## config.mk

```make
export PLATFORM = sky130hd
export DESIGN_NAME = polynomial_evaluator_core
export DESIGN_NICKNAME = d
export VERILOG_FILES = /design/src/rtl/core/poly_eval_pkg.sv /design/src/rtl/core/polynomial_evaluator_core.sv
export VERILOG_INCLUDE_DIRS = /design/src /design/src/rtl/core
export SDC_FILE = /design/constraint.sdc
export NUM_CORES = 2
export LEC_CHECK = 0
export BUFFER_PORTS_ARGS = -buffer_cell sky130_fd_sc_hd__buf_2
export CORE_ASPECT_RATIO = 1.4
export CORE_MARGIN = 2
export CORE_UTILIZATION = 70
export CTS_BUF_LIST = sky130_fd_sc_hd__clkbuf_8
export DETAILED_ROUTE_END_ITERATION = 16
export PLACE_DENSITY = 0.88
export SYNTH_ARGS = -nofsm -noshare
export SYNTH_HDL_FRONTEND = slang
export SYNTH_SLANG_ARGS = --single-unit
```

## constraint.sdc

```tcl
create_clock -name clk -period 26.4 [get_ports clk]
set_input_delay 2.64 -clock clk [delete_from_list [all_inputs] [get_ports clk]]
set_output_delay 2.64 -clock clk [all_outputs]
set_load 0.05 [all_outputs]
```

## src/rtl/core/polynomial_evaluator_core_macros.svh

```systemverilog
// Assertion macros shared by the polynomial evaluator RTL.
`ifndef POLYNOMIAL_EVALUATOR_CORE_MACROS_SVH
`define POLYNOMIAL_EVALUATOR_CORE_MACROS_SVH

// Same-cycle implication, checked on clk and disabled while reset is active.
`define PEC_ASSERT_SAME(name, ante, cons, msg) \
	name: assert property (@(posedge clk) disable iff (!arst_n) (ante) |-> (cons)) \
		else $error(msg);

// Next-cycle implication, checked on clk and disabled while reset is active.
`define PEC_ASSERT_NEXT(name, ante, cons, msg) \
	name: assert property (@(posedge clk) disable iff (!arst_n) (ante) |=> (cons)) \
		else $error(msg);

`endif

```

## src/rtl/core/poly_eval_pkg.sv

```systemverilog
// Package with widths, register indexes and limits of the polynomial evaluator.
package poly_eval_pkg;

	// Field widths.
	localparam int X_W        = 21;
	localparam int OUT_W      = 59;
	localparam int COEF_W     = 16;
	localparam int DEG_W      = 3;
	localparam int CFG_IDX_W  = 4;
	localparam int CFG_DATA_W = 16;

	// Shared multiplier: the accumulator is split into a low unsigned word and a
	// signed high word, each multiplied by x in its own cycle.
	localparam int LO_W       = 32;
	localparam int HI_W       = OUT_W - LO_W;
	localparam int MUL_A_W    = LO_W + 1;
	localparam int MUL_W      = MUL_A_W + X_W;
	localparam int HI_PROD_W  = HI_W + X_W;
	localparam int PROD_W     = OUT_W + X_W;

	// Default parameter values.
	localparam int MAX_DEGREE_DEF = 6;
	localparam int FRAC_BITS_DEF  = 16;

	// Configuration register indexes.
	localparam logic [CFG_IDX_W-1:0] CFG_DEGREE    = CFG_IDX_W'(0);
	localparam logic [CFG_IDX_W-1:0] CFG_COEF_BASE = CFG_IDX_W'(1);

	// Saturation bounds of the result.
	localparam logic signed [OUT_W-1:0] OUT_MAX = {1'b0, {(OUT_W-1){1'b1}}};
	localparam logic signed [OUT_W-1:0] OUT_MIN = {1'b1, {(OUT_W-1){1'b0}}};

endpackage

```

## src/rtl/core/polynomial_evaluator_core.sv

```systemverilog
// Polynomial evaluator by Horner's rule in fixed point on one shared multiplier.
//
//  channel | direction | handshake            | payload
//  --------+-----------+----------------------+----------------------------
//  in      | to core   | in_valid / in_stall  | x_value
//  out     | from core | out_valid / out_stall| poly_value, overflow
//  cfg     | to core   | cfg_valid / cfg_ready| cfg_index, cfg_data
//
// In_stall holds new items off until the sequencer is back in idle, and each Horner
// step runs through its states in order on the one 33x21 multiplier
// (low word, high word, shift and clamp, coefficient add and clamp).
// The result register parts the output from the sequencer: a new item is taken
// while an earlier result still waits under out_stall.
// Reset clears the sequencer, the result register and the configuration registers.
// cfg_ready is always high; configuration must be written only in idle, unenforced.
`include "polynomial_evaluator_core_macros.svh"

module polynomial_evaluator_core
	import poly_eval_pkg::*;
#(
	parameter int MAX_DEGREE = MAX_DEGREE_DEF,
	parameter int FRAC_BITS  = FRAC_BITS_DEF
) (
	input  logic                         clk,
	input  logic                         arst_n,
	// Input items.
	input  logic                         in_valid,
	output logic                         in_stall,
	input  logic signed [X_W-1:0]        x_value,
	// Result items.
	output logic                         out_valid,
	input  logic                         out_stall,
	output logic signed [OUT_W-1:0]      poly_value,
	output logic                         overflow,
	// Configuration writes.
	input  logic                         cfg_valid,
	output logic                         cfg_ready,
	input  logic [CFG_IDX_W-1:0]         cfg_index,
	input  logic [CFG_DATA_W-1:0]        cfg_data
);

	localparam int NUM_COEF = MAX_DEGREE + 1;
	localparam int CNT_W    = $clog2(NUM_COEF);

	typedef enum logic [2:0] {
		ST_IDLE,
		ST_MUL_LO,
		ST_MUL_HI,
		ST_SUM,
		ST_ADD,
		ST_FINISH
	} state_t;

	state_t                      state_q;
	logic [DEG_W-1:0]            degree_q;
	logic signed [COEF_W-1:0]    coef_q [NUM_COEF];
	logic signed [X_W-1:0]       x_q;
	logic signed [OUT_W-1:0]     acc_q;
	logic signed [MUL_W-1:0]     mul_q;
	logic signed [PROD_W-1:0]    prod_q;
	logic signed [OUT_W-1:0]     t_q;
	logic                        ovf_q;
	logic [CNT_W-1:0]            step_q;
	logic [CNT_W-1:0]            dcnt_q;
	logic                        out_valid_q;
	logic signed [OUT_W-1:0]     poly_value_q;
	logic                        overflow_q;

	logic                        in_accept;
	logic                        out_free;
	logic [CNT_W-1:0]            deg_eff;
	logic signed [OUT_W-1:0]     acc_init;
	logic signed [MUL_A_W-1:0]   mul_a;
	logic signed [MUL_W-1:0]     mul_p;
	logic signed [PROD_W-1:0]    hi_term;
	logic signed [PROD_W-1:0]    sum_p;
	logic signed [PROD_W-1:0]    shr_p;
	logic                        shr_fits;
	logic signed [OUT_W-1:0]     t_next;
	logic                        t_ovf;
	logic signed [OUT_W-1:0]     coef_sh;
	logic signed [OUT_W:0]       add_s;
	logic                        add_ovf;
	logic signed [OUT_W-1:0]     acc_next;

	assign cfg_ready  = 1'b1;
	assign in_stall   = (state_q != ST_IDLE);
	assign in_accept  = in_valid && !in_stall;
	assign out_free   = !out_valid_q || !out_stall;
	assign out_valid  = out_valid_q;
	assign poly_value = poly_value_q;
	assign overflow   = overflow_q;

	// Degree values above the supported maximum evaluate at the maximum.
	assign deg_eff  = (degree_q > DEG_W'(MAX_DEGREE)) ? CNT_W'(MAX_DEGREE)
		: degree_q[CNT_W-1:0];
	assign acc_init = OUT_W'(coef_q[0]) <<< FRAC_BITS;

	// Shared multiplier: low word is zero-extended, high word sign-extended.
	always_comb begin
		if (state_q == ST_MUL_HI) begin
			mul_a = MUL_A_W'($signed(acc_q[OUT_W-1:LO_W]));
		end else begin
			mul_a = $signed({1'b0, acc_q[LO_W-1:0]});
		end
		mul_p = mul_a * x_q;
	end

	// Combine partial products, floor-shift by the fraction bits and clamp.
	always_comb begin
		hi_term  = PROD_W'($signed(mul_q[HI_PROD_W-1:0])) <<< LO_W;
		sum_p    = prod_q + hi_term;
		shr_p    = sum_p >>> FRAC_BITS;
		shr_fits = (&shr_p[PROD_W-1:OUT_W-1]) || !(|shr_p[PROD_W-1:OUT_W-1]);
		t_ovf    = !shr_fits;
		if (shr_fits) begin
			t_next = shr_p[OUT_W-1:0];
		end else if (shr_p[PROD_W-1]) begin
			t_next = OUT_MIN;
		end else begin
			t_next = OUT_MAX;
		end
	end

	// Add the scaled coefficient and clamp.
	always_comb begin
		coef_sh = OUT_W'(coef_q[step_q]) <<< FRAC_BITS;
		add_s   = {t_q[OUT_W-1], t_q} + {coef_sh[OUT_W-1], coef_sh};
		add_ovf = (add_s[OUT_W] != add_s[OUT_W-1]);
		if (!add_ovf) begin
			acc_next = add_s[OUT_W-1:0];
		end else if (add_s[OUT_W]) begin
			acc_next = OUT_MIN;
		end else begin
			acc_next = OUT_MAX;
		end
	end

	// Configuration registers.
	always_ff @(posedge clk or negedge arst_n) begin
		if (!arst_n) begin
			degree_q <= '0;
			for (int k = 0; k < NUM_COEF; k++) begin
				coef_q[k] <= '0;
			end
		end else if (cfg_valid && cfg_ready) begin
			if (cfg_index == CFG_DEGREE) begin
				degree_q <= cfg_data[DEG_W-1:0];
			end
			for (int k = 0; k < NUM_COEF; k++) begin
				if (cfg_index == CFG_COEF_BASE + CFG_IDX_W'(k)) begin
					coef_q[k] <= $signed(cfg_data[COEF_W-1:0]);
				end
			end
		end
	end

	// Sequencer with its datapath and result registers.
	always_ff @(posedge clk or negedge arst_n) begin
		if (!arst_n) begin
			state_q      <= ST_IDLE;
			x_q          <= '0;
			acc_q        <= '0;
			mul_q        <= '0;
			prod_q       <= '0;
			t_q          <= '0;
			ovf_q        <= 1'b0;
			step_q       <= '0;
			dcnt_q       <= '0;
			out_valid_q  <= 1'b0;
			poly_value_q <= '0;
			overflow_q   <= 1'b0;
		end else begin
			// A taken result is dropped unless the finishing item replaces it.
			if (out_valid_q && !out_stall && state_q != ST_FINISH) begin
				out_valid_q <= 1'b0;
			end
			unique case (state_q)
				ST_IDLE: begin
					if (in_accept) begin
						x_q    <= x_value;
						acc_q  <= acc_init;
						ovf_q  <= 1'b0;
						step_q <= CNT_W'(1);
						dcnt_q <= deg_eff;
						state_q <= (deg_eff == '0) ? ST_FINISH : ST_MUL_LO;
					end
				end
				ST_MUL_LO: begin
					mul_q   <= mul_p;
					state_q <= ST_MUL_HI;
				end
				ST_MUL_HI: begin
					prod_q  <= PROD_W'(mul_q);
					mul_q   <= mul_p;
					state_q <= ST_SUM;
				end
				ST_SUM: begin
					t_q     <= t_next;
					ovf_q   <= ovf_q | t_ovf;
					state_q <= ST_ADD;
				end
				ST_ADD: begin
					acc_q <= acc_next;
					ovf_q <= ovf_q | add_ovf;
					if (step_q == dcnt_q) begin
						state_q <= ST_FINISH;
					end else begin
						step_q  <= step_q + CNT_W'(1);
						state_q <= ST_MUL_LO;
					end
				end
				ST_FINISH: begin
					if (out_free) begin
						out_valid_q  <= 1'b1;
						poly_value_q <= acc_q;
						overflow_q   <= ovf_q;
						state_q      <= ST_IDLE;
					end
				end
				default: begin
					state_q <= ST_IDLE;
				end
			endcase
		end
	end

	// Checks on the sequencer.
	`PEC_ASSERT_SAME(a_step_in_range, state_q != ST_IDLE && dcnt_q != '0, step_q <= dcnt_q, "step beyond degree")
	`PEC_ASSERT_SAME(a_deg_limit, state_q != ST_IDLE, dcnt_q <= CNT_W'(MAX_DEGREE), "degree too big")
	`PEC_ASSERT_NEXT(a_finish_hands_off, state_q == ST_FINISH && out_free, out_valid && state_q == ST_IDLE, "finished item not delivered")
	`PEC_ASSERT_NEXT(a_ovf_cleared, in_accept, !ovf_q && step_q == CNT_W'(1), "item start not clean")

endmodule
```

==> results.json <==
{
  "cp_top_family": "adder cells",
  "area_delta_synth_final_pct": 5.33,
  "cts_resized": 0,
  "slew_headroom": 0.199,
  "seq_area_sq_um": 10400,
  "fmax_mhz": 97.1,
  "cpMostUsedCell": "fa_1",
  "ys.flop_type": "dfrtp_1",
  "status": "completed",
  "grt_max_degree": 115,
  "vias": 36300,
  "rows": 112,
  "drive_gt1_frac": 0.116,
  "synth_fp_nets": 5934,
  "cp_slowest_cell": "a21o_1",
  "clk_pin_slew_ns": 0.07,
  "worstPathRequired_ns": 26.99,
  "worst_pin_slew_ns": 1.20,
  "fin_crit_ns": 10.30,
  "fin_crit_sh": 0.390,
  "slew_violations": 0,
  "worstSetupEndpointType": "register",
  "cts_made_buffers": 66,
  "netlist_top_cells_count": "873 x nand2_1, 816 x inv_1, 689 x fa_1",
  "path_max_fanout": 43,
  "clkLatencyLatePin_ns": 0.69,
  "drt_iter0_drc": 3131,
  "route.detailed.drc": 0,
  "tns_ns": 0,
  "ys_seq_area_frac": 0.223,
  "post_drt_wl_per_cell_microns": 22.2,
  "hp-class": "register to register",
  "ys_ff_latch": 417,
  "dp_hpwl_mm": 98.7,
  "ctsHoldBuffers": 0,
  "ys_types": 95,
  "cts_max_path_buffers": 3,
  "cts.sinks": 417,
  "antenna_found_initial": 5,
  "h-tree-depth": 3,
  "fp.dieH_microns": 310,
  "syn_area_sq_um": 46700,
  "final_hold_viol_count": 0,
  "io_pins": 109,
  "syn_inst": 4973,
  "ant_nets": 0,
  "core_sq_um": 66400,
  "startpoint_type": "register",
  "multiInputGateArea_sq_um": 32200,
  "root_buffer": "clkbuf_8",
  "synth_edf_count": 0,
  "die_area_sq_um": 68900,
  "fp.dieW_microns": 222,
  "start_util": 0.703,
  "yosys-top-cells-area": "fa_1 30%, dfrtp_1 22%, nand2_1 7.0%",
  "syn_avg_cell_area_sq_um": 9.40,
  "gr-total-overflow": 0,
  "io_buffers": 107,
  "worst_slack_ns": 16.10,
  "ys_async_sr_fraction": 1.00,
  "path_buf_inv": 6,
  "nets": 5911,
  "drt-pass1-iter-count": 6,
  "crit_type": "register to register",
  "grt_setup_unrepaired": "no",
  "skew_ns": 0.0485,
  "postCtsSetupBuffers": 0,
  "setup_violations": 0,
  "yosys.area.top_type_share": 0.295,
  "grt_pass1_wl_mm": 207,
  "finalWirelength_mm": 130,
  "grt_pass1_vias": 39200,
  "yosysMostFrequentCell": "nand2_1",
  "viasPerCell": 6.20,
  "worstPathArrival_ns": 10.88,
  "nFillCells": 4505,
  "synth_warnings": 0,
  "cap_violations": 0,
  "dp_slack_ns": 16.18,
  "cts_tree": "built",
  "slowest_delay_ns": 0.77,
  "grt_use_total": 0.391,
  "synth_top_area_cell": "fa_1",
  "gp_congestion": 0.989
}
## path summary, 6_finish.rpt
path / from / end / slack [ns] / cells after the start
hold / removal: x_q[11] / x_q[11] / 0.47 / 2
min in group asynchronous: arst_n / t_q[4] / 2.04 / 1
hold reg to reg: x_q[11] / x_q[11] / 0.47 / 2
setup / recovery: state_q[1] / mul_q[51] / 16.10 / 30
setup reg to reg: state_q[1] / mul_q[51] / 16.10 / 30
max in group asynchronous: arst_n / coef_q[54] / 20.91 / 4
## layout by cell type, fill, tap and decap left out, types with 69 or more instances in the layout
cell | synthesis | final
inv_1 | 816 | 831
dfrtp_1 | 417 | 416
mux2_2 | 177 | 177
xnor2_1 | 82 | 82
a21o_1 | 98 | 98
and2_1 | 283 | 281
buf_2 | 10 | 106
fa_1 | 689 | 689
nand2_1 | 873 | 872
a21oi_1 | 179 | 178
ha_1 | 226 | 226
buf_4 | 7 | 69
o21ai_0 | 121 | 121
clkbuf_8 | 0 | 80
nor2_1 | 198 | 197
## registers in the layout, summed over array words and instances (netlist names)
| name | count |
|---|---|
| acc_init | 16 |
| acc_q | 59 |
| coef_q | 96 |
| dcnt_q | 3 |
| degree_q | 3 |
| mul_q | 54 |
| out_valid | 1 |
| overflow | 1 |
| ovf_q | 1 |
| poly_value | 59 |
| prod_q | 38 |
| state_q | 3 |
| step_q | 3 |
| t_q | 59 |
| x_q | 21 |
## routing by layer
layer	wire length (microns)	up-vias	track usage
li1	-	15600	-
met1	44200	18100	0.452
met2	63000	2002	0.662
met3	11700	632	0.0710
met4	11200	0	0.284
met5	0	-	0
## logic make-up after synthesis
group | Yosys count | share of synthesized area
fa+ha+maj | 915 | 0.356
mux | 216 | 0.0553
compound gates | 656 | 0.101
other cells | 1 | 0.0000803
flops | 417 | 0.223
simple gates | 1546 | 0.150
buf+inv | 1085 | 0.0890
xor+xnor | 137 | 0.0262
## cell type report
class / instances / share of cell area
multi-input cells: 3471 / 0.654
flip-flops and latches: 417 / 0.212
inverters: 818 / 0.0624
clock buffers: 80 / 0.0224
well taps: 855 / 0.0217
repair buffers: 176 / 0.0216
clock inverters: 35 / 0.00595
diodes: 1 / 0.0000508
## metrics by stage
| step | util | cell area (sq um) | std cells | hold WS (ns) |
|---|---|---|---|---|
| finish | 0.741 | 49200 | 5853 | 0.472 |
| global route | 0.741 | 49200 | 5853 | 0.499 |
| CTS | 0.741 | 49200 | 5852 | 0.477 |
| detailed placement | 0.720 | 47800 | 5737 | 0.464 |
| global placement | 0.720 | 47800 | 5737 | 0.458 |
| floorplan | - | 46700 | 4973 | 0.439 |
## worst register-to-register path, delay by kind of cell (launching register included)
family,cells,cell delay [ns]
DFF,1,0.45
adders and majority gates,8,3.70
AOI/OAI and AO/OA,9,3.00
buffers and inverters,6,1.07
and+or+nand+nor,7,2.01
Power is left out: the tool's default activity adds up to more than one toggle a clock period on the data nets, which glitch-free logic cannot reach.
